--- config.mk ---
export PLATFORM = sky130hd
export DESIGN_NAME = morse_stream_decoder
export DESIGN_NICKNAME = d
export VERILOG_FILES = /design/src/msd_pkg.sv /design/src/morse_stream_decoder.sv
export VERILOG_INCLUDE_DIRS = /design/src /design/src/src
export SDC_FILE = /design/constraint.sdc
export NUM_CORES = 2
export LEC_CHECK = 0
export BUFFER_PORTS_ARGS = -buffer_cell sky130_fd_sc_hd__buf_2
export CAP_MARGIN = 20
export CORE_ASPECT_RATIO = 0.5
export CORE_MARGIN = 3
export CORE_UTILIZATION = 60
export DETAILED_ROUTE_END_ITERATION = 8
export PLACE_DENSITY_LB_ADDON = 0.3
export SLEW_MARGIN = 20
export SYNTH_ARGS = -nofsm -noshare
export SYNTH_HDL_FRONTEND = slang
export SYNTH_SLANG_ARGS = --single-unit
--- constraint.sdc ---
create_clock -name i_clk -period 6.65 [get_ports i_clk]
set_clock_uncertainty 0.05 [all_clocks]
set_input_delay 1.33 -clock i_clk [delete_from_list [all_inputs] [get_ports i_clk]]
set_output_delay 1.33 -clock i_clk [all_outputs]
set_load 0.1 [all_outputs]
--- src/morse_stream_decoder_assert.svh ---
// ----------------------------------------------------------------------------
// Assertion macros for the Morse stream decoder
// Implication checks in the same cycle and in the next cycle, with reset.
// ----------------------------------------------------------------------------
`ifndef MORSE_STREAM_DECODER_ASSERT_SVH
`define MORSE_STREAM_DECODER_ASSERT_SVH

// The consequent must hold in the cycle of the antecedent.
`define MSD_ASSERT_NOW(label, clk, rst_n, ante, cons) \
    label: assert property (@(posedge clk) disable iff (!(rst_n)) (ante) |-> (cons)) \
        else $error("morse_stream_decoder: same-cycle check failed");

// The consequent must hold in the cycle after the antecedent.
`define MSD_ASSERT_NEXT(label, clk, rst_n, ante, cons) \
    label: assert property (@(posedge clk) disable iff (!(rst_n)) (ante) |=> (cons)) \
        else $error("morse_stream_decoder: next-cycle check failed");

`endif

--- src/msd_pkg.sv ---
`timescale 1ns / 1ps
// ----------------------------------------------------------------------------
// Morse stream decoder package
// Table geometry, character codes and result kinds.
// ----------------------------------------------------------------------------
package msd_pkg;

    // Depth of the code tree; the heap holds 2^(MAX_DEPTH+1) entries.
    localparam int MAX_DEPTH  = 6;
    localparam int ADDR_W     = MAX_DEPTH + 1;
    localparam int TABLE_SIZE = 1 << ADDR_W;

    // Longest code a load may carry: limited by the tree and by the code field.
    localparam int          LOAD_LIM   = (MAX_DEPTH < 6) ? MAX_DEPTH : 6;
    localparam logic [2:0]  LOAD_LIM_W = 3'(LOAD_LIM);

    localparam logic [ADDR_W-1:0] ROOT_POS = ADDR_W'(1);

    localparam logic [7:0] CH_DOT     = 8'h2E;
    localparam logic [7:0] CH_DASH    = 8'h2D;
    localparam logic [7:0] CH_SPACE   = 8'h20;
    localparam logic [7:0] CH_SLASH   = 8'h2F;
    localparam logic [7:0] CH_NEWLINE = 8'h0A;

    localparam logic FUNC_DECODE = 1'b0;
    localparam logic FUNC_LOAD   = 1'b1;

    typedef logic [1:0] t_kind;

    localparam t_kind K_LETTER  = 2'd0;
    localparam t_kind K_SPACE   = 2'd1;
    localparam t_kind K_NEWLINE = 2'd2;

endpackage

--- src/morse_stream_decoder.sv ---
`timescale 1ns / 1ps
// ----------------------------------------------------------------------------
// Morse stream decoder
// Walks a heap-ordered letter table with dots and dashes and emits letters,
// word spaces and newlines.
// ----------------------------------------------------------------------------
//  channel | handshake          | payload
//  --------+--------------------+-----------------------------------------------
//  input   | i_valid / o_stall  | i_func i_symbol i_end_of_text i_letter
//          |                    | i_code_bits i_code_len
//  output  | o_valid / i_stall  | o_out_char o_error o_last
//
//  One input transaction is taken per cycle while o_stall is low; the tree
//  position is updated and the letter table read in the cycle of acceptance.
//  A result passes through the result stage and then the output register.
//  A newline yields two results and holds the single result stage until both
//  have moved on to the output register.
//  Reset clears the table at once through per-entry valid bits; no sweep.
//  A stalled output holds the result register; input is taken while it waits
//  until the result stage behind it is full as well.
// ----------------------------------------------------------------------------

`include "morse_stream_decoder_assert.svh"

module morse_stream_decoder
    import msd_pkg::*;
(
    input  logic        i_clk,
    input  logic        i_rst_n,

    input  logic        i_valid,
    output logic        o_stall,
    input  logic        i_func,
    input  logic [7:0]  i_symbol,
    input  logic        i_end_of_text,
    input  logic [7:0]  i_letter,
    input  logic [5:0]  i_code_bits,
    input  logic [2:0]  i_code_len,

    output logic        o_valid,
    input  logic        i_stall,
    output logic [7:0]  o_out_char,
    output logic        o_error,
    output logic        o_last
);

    // Letter table and its valid bits.
    logic [7:0]            r_table [TABLE_SIZE];
    logic [TABLE_SIZE-1:0] r_tbl_vld;

    // Decode state.
    logic [ADDR_W-1:0] r_pos, n_pos;
    logic              r_prev, n_prev;
    logic              r_ovf, n_ovf;

    // Result stage: up to two pending results and the table read data.
    logic        r_s1_valid;
    logic        r_s1_two;
    t_kind       r_s1_kind0, r_s1_kind1;
    logic        r_s1_err;
    logic [7:0]  r_rd_data;
    logic        r_rd_vld;

    // Output register.
    logic        r_o_valid;
    logic [7:0]  r_o_char;
    logic        r_o_err;
    logic        r_o_last;

    logic        accept, dec_acc, load_acc, load_ok;
    logic        out_free, push, s1_done, s1_load;
    logic        is_dot, is_dash, is_sp, is_sl, is_nl, deep;
    logic [ADDR_W-1:0] pos_w, pos1, rd_addr;
    logic        ovf1, char_letter, eot_emit;
    logic [1:0]  c_n, n_res;
    t_kind       c_kind0, kind0, kind1;
    logic        res_err;
    logic [6:0]  ld_onehot, ld_idx;
    logic [ADDR_W-1:0] wr_addr;
    t_kind       cur_kind;

    assign out_free = !r_o_valid || !i_stall;
    assign push     = r_s1_valid && out_free;
    assign s1_done  = push && !r_s1_two;
    assign o_stall  = r_s1_valid && !s1_done;
    assign accept   = i_valid && !o_stall;
    assign dec_acc  = accept && (i_func == FUNC_DECODE);
    assign load_acc = accept && (i_func == FUNC_LOAD);

    // Load address: a leading one marks the code length in the heap index.
    assign ld_onehot = 7'(1) << i_code_len;
    assign ld_idx    = ld_onehot | ({1'b0, i_code_bits} & (ld_onehot - 7'(1)));
    assign wr_addr   = ADDR_W'(ld_idx);
    assign load_ok   = (i_code_len <= LOAD_LIM_W);

    always_comb begin
        is_dot  = (i_symbol == CH_DOT);
        is_dash = (i_symbol == CH_DASH);
        is_sp   = (i_symbol == CH_SPACE);
        is_sl   = (i_symbol == CH_SLASH);
        is_nl   = (i_symbol == CH_NEWLINE);

        // A step below the deepest level keeps the position and flags overflow.
        deep  = r_pos[MAX_DEPTH];
        pos_w = deep ? r_pos : {r_pos[ADDR_W-2:0], is_dash};

        pos1        = r_pos;
        ovf1        = r_ovf;
        char_letter = 1'b0;
        c_n         = 2'd0;
        c_kind0     = K_LETTER;

        if (is_dot || is_dash) begin
            pos1 = pos_w;
            ovf1 = r_ovf | deep;
        end else if (is_sp) begin
            if (r_pos != ROOT_POS) begin
                char_letter = 1'b1;
                c_n         = 2'd1;
                pos1        = ROOT_POS;
                ovf1        = 1'b0;
            end
        end else if (is_sl) begin
            if (r_prev) begin
                c_n     = 2'd1;
                c_kind0 = K_SPACE;
            end
        end else if (is_nl) begin
            char_letter = 1'b1;
            c_n         = 2'd2;
            pos1        = ROOT_POS;
            ovf1        = 1'b0;
        end

        eot_emit = i_end_of_text && (pos1 != ROOT_POS);

        n_pos  = eot_emit ? ROOT_POS : pos1;
        n_ovf  = eot_emit ? 1'b0 : ovf1;
        n_prev = is_sp && !i_end_of_text;

        // At most one letter per transaction, so one table read serves it.
        rd_addr = char_letter ? r_pos : pos1;
        res_err = char_letter ? r_ovf : ovf1;

        n_res = c_n + {1'b0, eot_emit};
        kind0 = (c_n != 2'd0) ? c_kind0 : K_LETTER;
        kind1 = (c_n == 2'd2) ? K_NEWLINE : K_LETTER;
    end

    assign s1_load = dec_acc && (n_res != 2'd0);

    // Decode state and table valid bits.
    always_ff @(posedge i_clk) begin
        if (!i_rst_n) begin
            r_pos     <= ROOT_POS;
            r_prev    <= 1'b0;
            r_ovf     <= 1'b0;
            r_tbl_vld <= '0;
        end else begin
            if (dec_acc) begin
                r_pos  <= n_pos;
                r_prev <= n_prev;
                r_ovf  <= n_ovf;
            end
            if (load_acc && load_ok) begin
                r_tbl_vld[wr_addr] <= 1'b1;
            end
        end
    end

    // Table memory: one write port, one registered read port.
    always_ff @(posedge i_clk) begin
        if (load_acc && load_ok) begin
            r_table[wr_addr] <= i_letter;
        end
        if (s1_load) begin
            r_rd_data <= r_table[rd_addr];
            r_rd_vld  <= r_tbl_vld[rd_addr];
        end
    end

    // Result stage control.
    always_ff @(posedge i_clk) begin
        if (!i_rst_n) begin
            r_s1_valid <= 1'b0;
            r_s1_two   <= 1'b0;
        end else begin
            if (s1_load) begin
                r_s1_valid <= 1'b1;
                r_s1_two   <= (n_res == 2'd2);
            end else if (s1_done) begin
                r_s1_valid <= 1'b0;
            end else if (push) begin
                r_s1_two <= 1'b0;
            end
        end
    end

    // Result stage payload; the second result moves up once the first is gone.
    always_ff @(posedge i_clk) begin
        if (s1_load) begin
            r_s1_kind0 <= kind0;
            r_s1_kind1 <= kind1;
            r_s1_err   <= res_err;
        end else if (push) begin
            r_s1_kind0 <= r_s1_kind1;
        end
    end

    assign cur_kind = r_s1_kind0;

    always_ff @(posedge i_clk) begin
        if (!i_rst_n) begin
            r_o_valid <= 1'b0;
        end else if (push) begin
            r_o_valid <= 1'b1;
        end else if (!i_stall) begin
            r_o_valid <= 1'b0;
        end
    end

    always_ff @(posedge i_clk) begin
        if (push) begin
            unique case (cur_kind)
                K_SPACE: begin
                    r_o_char <= CH_SPACE;
                    r_o_err  <= 1'b0;
                end
                K_NEWLINE: begin
                    r_o_char <= CH_NEWLINE;
                    r_o_err  <= 1'b0;
                end
                default: begin
                    r_o_char <= r_rd_vld ? r_rd_data : 8'h00;
                    r_o_err  <= r_s1_err;
                end
            endcase
            r_o_last <= !r_s1_two;
        end
    end

    assign o_valid    = r_o_valid;
    assign o_out_char = r_o_char;
    assign o_error    = r_o_err;
    assign o_last     = r_o_last;

    // A full result stage that cannot drain must hold off the input.
    `MSD_ASSERT_NOW(a_hold_input, i_clk, i_rst_n, r_s1_valid && r_o_valid && i_stall, o_stall)
    // The second of two results stays queued after the first one leaves.
    `MSD_ASSERT_NEXT(a_second_kept, i_clk, i_rst_n, push && r_s1_two, r_s1_valid)
    // A newline always brings the walk back to the root.
    `MSD_ASSERT_NEXT(a_nl_root, i_clk, i_rst_n, dec_acc && is_nl, r_pos == ROOT_POS)
    // The result stage is only refilled when it is empty or being emptied.
    `MSD_ASSERT_NOW(a_no_overwrite, i_clk, i_rst_n, s1_load, !r_s1_valid || s1_done)

endmodule
; ---- Word-level counts from Yosys, hierarchy flattened
; Memories as Yosys holds them, arrays and structs flattened. A register that Yosys moved wholly into a read port is not among the register bits.
; Cells that the tools add are included.
[classes]
addsub = 2
n_lt_le_gt_ge = 4
n_eq_ne = 13
n_shift = 1
muxes = 48
bitwise_logic = 5
reduce_logical = 25
[ops]
columns = op, count
row1 = $or 128x128->128, 1
row2 = $mux 7, 8
row3 = $eq 8x6->1 const B, 4
row4 = $mux 1, 28
row5 = $lt 7x8->1 const B, 2
row6 = $mux 2, 8
row7 = $pmux 8 s2, 1
row8 = $ne 7x1->1 const B, 2
row9 = $logic_and 1x1->1, 11
row10 = $eq 8x4->1 const B, 1
row11 = $mux 8, 1
row12 = $reduce_bool 2->1, 4
row13 = $and 6x7->7, 1
row14 = $bmux 1 s7, 1
row15 = $demux 1 s7, 1
row16 = $ge 7x1->1 const B, 1
row17 = $or 7x7->7, 1
row18 = $shl 1x3->7 const A, 1
row19 = $sub 7x1->7 const B, 1
row20 = $eq 2x2->1 const B, 3
row21 = $logic_not 1->1, 6
row22 = $ne 2x1->1 const B, 2
row23 = $le 3x3->1 const B, 1
row24 = $add 2x1->2, 1
row25 = other kinds (6), 7
[word_totals]
register_bits = 156
mem_bits_rw = 1024
input_bits = 31
output_inout_bits = 12
wordCells = 113
n_memories = 1
[mem_list]
columns = memory, depth, width, read_ports, rd_ports_with_merged_regs, write_ports, line
row1 = r_table, 128, 8, 1, 1, 1, morse_stream_decoder.sv:48  ; logic [7:0] r_table [TABLE_SIZE];

; ---- Depth between registers and ports, before layout
[depth]
depth_word = 12
ltp_mapped = 14
depth_no_buf = 10

; ---- Worst setup path before layout
; No wires, ideal clock.
[synth_timing]
kind = input-to-reg
start = input i_symbol[1]
end = register r_rd_data[0], read port of r_table, enable pin
setup_time_ns = 0.303
arrival_ns = 3.805
required_ns = 6.297
setup_slack_ns = 2.491
cell_stages = 11
n_path_buf = 1
cell_sequence = buf_2 > and3b_1 > o211a_1 > mux2_4 > a22oi_1 > a31oi_1 > o21a_1 > ha_1 > xor2_1 > o21ai_0 > inv_1
[synth_via]
elab_chain_len = 10
word_cells_on_any_way = 25
classes_between = add/sub (1) / eq/ne (6) / mux (14) / reduce/logical (4)
[synth_lines]
columns = element, line
row1 = from (decl), morse_stream_decoder.sv:34  ; input logic [7:0] i_symbol,
row2 = $eq 8x4->1, morse_stream_decoder.sv:101  ; is_nl = (i_symbol == CH_NEWLINE);
row3 = $mux 7, morse_stream_decoder.sv:128  ; end else if (is_nl) begin
row4 = $mux 7, morse_stream_decoder.sv:123  ; end else if (is_sl) begin
row5 = $mux 7, morse_stream_decoder.sv:116  ; end else if (is_sp) begin
row6 = $mux 7, morse_stream_decoder.sv:113  ; if (is_dot || is_dash) begin
row7 = $ne 7x1->1, morse_stream_decoder.sv:135  ; eot_emit = i_end_of_text && (pos1 != ROOT_POS);
row8 = $logic_and 1x1->1, morse_stream_decoder.sv:135
row9 = $add 2x1->2 *, morse_stream_decoder.sv:145  ; n_res = c_n + {1'b0, eot_emit};
row10 = $reduce_bool 2->1 *, morse_stream_decoder.sv:150  ; assign s1_load = dec_acc && (n_res != 2'd0);
row11 = $logic_and 1x1->1 *, morse_stream_decoder.sv:150
row12 = via s1_load, morse_stream_decoder.sv:71  ; logic out_free, push, s1_done, s1_load;
row13 = to (decl), morse_stream_decoder.sv:61  ; logic [7:0] r_rd_data;
; The timed path passes the listed nets; every way through them passes the cells marked *.
; A chain may end at the register's enable or synchronous reset.

; ---- Final worst setup path
[layout_timing]
start = input i_symbol[7]
end = register r_rd_data[1], read port of r_table, data pin
[layout_via]
elab_chain_len = 10
word_cells_on_any_way = 25
classes_between = add/sub (1) / eq/ne (6) / mux (14) / reduce/logical (4)
[layout_lines]
columns = element, line
row1 = $eq 8x4->1, morse_stream_decoder.sv:101
row2 = $mux 7, morse_stream_decoder.sv:128
row3 = $mux 7, morse_stream_decoder.sv:123
row4 = $mux 7, morse_stream_decoder.sv:116
row5 = $mux 7, morse_stream_decoder.sv:113
row6 = $ne 7x1->1, morse_stream_decoder.sv:135
row7 = $logic_and 1x1->1, morse_stream_decoder.sv:135
row8 = $add 2x1->2, morse_stream_decoder.sv:145
row9 = $reduce_bool 2->1, morse_stream_decoder.sv:150
row10 = $logic_and 1x1->1, morse_stream_decoder.sv:150
; Several ways; a longest one is shown, not always the timed one.

==> impl_metrics.toml <==
[yosys]
ys_ff_latch = 1187
avgSynthCellArea_sq_um = 13.5
synth_area_leaders = "edfxtp_1 66%, dfxtp_1 5.8%, nand2_1 5.5%"
synth.distinct_cells = 85
syn-cell-area_sq_um = 47900
synth_largest_area_cell = "edfxtp_1"
netlist_instances = 3538
synth_flop_cell = "edfxtp_1"
yosysTopAreaCellShare = 0.656
synth-edff-count = 1047
ys_seq_area_frac = 0.715
yosys_warnings = 0
async_flop_share = 0

[setup_path]
reg2reg_depth = 9
worstPathCellList = "buf_2 -> or3_1 -> o31ai_4 -> nand2_8 -> buf_12 -> nor2_2 -> buf_4 -> a22oi_1 -> a311oi_1 -> o2bb2a_2"
crit_path_end_kind = "flop"
r2r-start = "r_pos[6]"
path_max_fanout = 74
slowest_delay_ps = 990
r2r-end = "r_rd_data[1]"
reg2reg_slack_ps = 1770
path_class = "in2reg"
crit_slowest_cell = "a311oi_1"
cp.required_ps = 7130
cp-start-kind = "primary input"
cp.arrival_ps = 5870

[pwr]
p_leak_nw = 17.3
p_switching_mw = 2.89
peakVddDrop_mv = 0.195
cellPowerDensity_nw_per_um2 = 275
switching_share = 0.200
pwr-share-clk = 0.418
seqPwrFrac = 0.562
intPower_mw = 11.5
power.share.combinational = 0.020
finalPower_mw = 14.4

[final_layout]
fin_area_sq_um = 52500
n_fill_cell = 5240
drive_above_1_share = 0.104
multi_input_area_sq_um = 12400
regArea_sq_um = 34200
nNetsFinal = 3578
areaGrowthSynthToFinish_pct = 9.59

[sta]
setup_viol = 0
finalCriticalPeriod_ps = 5380
fin_setup_tns_ps = 0
slew_headroom = 0.188
max_freq_mhz = 186
rsz0062_at_grt = "no"
fin_crit_sh = 0.810
drv_slew = 0
tightest_slew_ps = 1210
fin_ws_ps = 1270
hold_viol_final = 0

[floorplanning]
row_count = 72
die_w_microns = 406
dieArea_sq_um = 83500
io_pins = 43
die_h_microns = 206
start_util = 0.613
core_region_area_sq_um = 78200

[clock_tree]
cts.sinks = 1187
clk_latency_ps = 680
root_buffer = "clkbuf_16"
cts_tree = "done"
clkTransAtPathRegs_ps = 70
numCtsBuffers = 100
cts_setup_buffers = 0
ctsLongestPathBuffers = 3
cts_hold_buf = 0
h-tree-depth = 3
cts_resized = 0

[drt]
drt-initial-drc-count = 5608
route.vias.total = 31500
routed_wl_microns = 134000
avgViaCountPerCell = 6.75
drc_errors = 0
ant_nets = 0
dr.pass1.iters = 9
wl_per_cell_microns = 28.7

[place]
place_ws_ps = 940
port_buffers = 42
place_area_sq_um = 49200
dp_hpwl_microns = 79700
place.gp.congestion = 0.992

[hold_path]
hold_start = "r_tbl_vld[28]"
holdPathEnd = "r_tbl_vld[28]"
hp-class = "reg2reg"
hold_path_depth = 1

[grt]
grt_max_degree = 105
antenna_found_initial = 7
grt_pass1_vias = 29700
grt_pass1_wl_microns = 195000
grt-ovfl-total = 0
grt_usage = 0.319

[outcome]
run_status = "complete, no violations"

[job]
max-cap-violations = 0
[flip-flops by register name, indices dropped and copies added (netlist names)]
| signal | count |
|---|---|
| o_out_char | 8 |
| o_valid | 1 |
| o_last | 1 |
| cur_kind | 2 |
| r_table | 1024 |
| r_prev | 1 |
| r_rd_vld | 1 |
| r_pos | 7 |
| r_tbl_vld | 128 |
| r_s1_valid | 1 |
| r_ovf | 1 |
| r_rd_data | 8 |
| r_s1_two | 1 |
| r_s1_kind1 | 1 |
| r_s1_err | 1 |
| o_error | 1 |
[placed cells by master, fill, tap and decap left out, types with 8 or more instances in the layout]
cell and count:
inv_1 9, a211oi_1 112, a31oi_1 45, a21oi_1 116, mux4_2 45, clkbuf_8 14
nand3_1 223, clkbuf_16 103, o21ai_0 62, nand4_1 32, conb_1 8, nor2_1 187
mux2i_1 100, a311oi_1 42, buf_12 17, nor3_1 20, dfxtp_1 140, clkbuf_1 21
a22oi_1 25, edfxtp_1 1047, buf_2 33, bufinv_16 10, and3_1 96, o21a_1 129
nand2_1 698, o211ai_1 18, clkinv_2 26, clkinv_1 9, a221oi_1 10, nor2b_1 13
buf_4 89
[cells by family after synthesis]
logic type / share of synthesized area
AND/OR/NAND/NOR: 0.119
other: 0.0000782
XOR/XNOR: 0.000548
adder cells (fa/ha/maj): 0.000783
flip-flops: 0.715
buffers and inverters: 0.0285
multiplexers: 0.0430
AO/OA/AOI/OAI: 0.0938
[worst max-delay path by stage]
stage / startpoint / end / slack [ps] / cells after the start
global route: i_symbol[7] / r_rd_data[1] / 1290 / 10
detailed placement: i_symbol[7] / r_rd_data[1] / 940 / 10
global placement: i_symbol[7] / r_rd_data[1] / 950 / 10
CTS: i_symbol[7] / r_rd_data[1] / 1620 / 10
finish: i_symbol[7] / r_rd_data[1] / 1270 / 10
floorplan: i_symbol[1] / r_rd_data[0] / 2490 / 11
[area by class of cell]
cell class,instances,area share
Sequential cell,1187,0.652
Clock inverter,49,0.00946
Tap cell,1036,0.0247
Clock buffer,138,0.0542
Inverter,9,0.000643
Timing Repair Buffer,140,0.0226
Antenna cell,2,0.0000953
Multi-Input combinational cell,2106,0.236
[worst max-delay path, delay by kind of cell]
| kind | cells | cell delay, ps |
|---|---|---|
| AND/OR/NAND/NOR | 3 | 1640 |
| AO/OA/AOI/OAI | 4 | 1910 |
| buffers and inverters | 3 | 870 |
[routing by layer]
metal  track usage  vias up  share of wire
met3         0.116      363           0.16
met5             0        -        0.00034
met4         0.110        6          0.037
met1         0.448    15400           0.37
met2         0.464     2392           0.43
li1              -    13300              -
[power by group through the flow]
| stage | combinational [mW] | sequential [mW] | clock (mW) |
|---|---|---|---|
| 2_1_floorplan | 0.0937 | 8.28 | 0 |
| 3_3_place_gp | 0.268 | 8.28 | 0 |
| 3_5_place_dp | 0.275 | 8.28 | 0 |
| 4_1_cts | 0.276 | 8.12 | 6.02 |
| 5_1_grt | 0.298 | 8.12 | 6.32 |
| 6_report | 0.288 | 8.12 | 6.03 |
[cell usage after synthesis, types with 42 or more instances]
cell type	n
a211oi_1	112
a21oi_1	117
a311oi_1	42
a31oi_1	45
and3_1	96
buf_2	113
clkbuf_1	75
dfxtp_1	140
edfxtp_1	1047
mux2i_1	101
mux4_2	45
nand2_1	698
nand3_1	224
nor2_1	188
o21a_1	129
o21ai_0	63
[through the flow]
step	cells	utilization	hold slack (ps)
after CTS	4664	0.671	410
after floorplan	3545	-	375
after detailed placement	4477	0.629	395
final	4667	0.672	409
after global routing	4665	0.672	423
after global placement	4477	0.629	387
No activity file was read; power rests on OpenSTA's default activity.
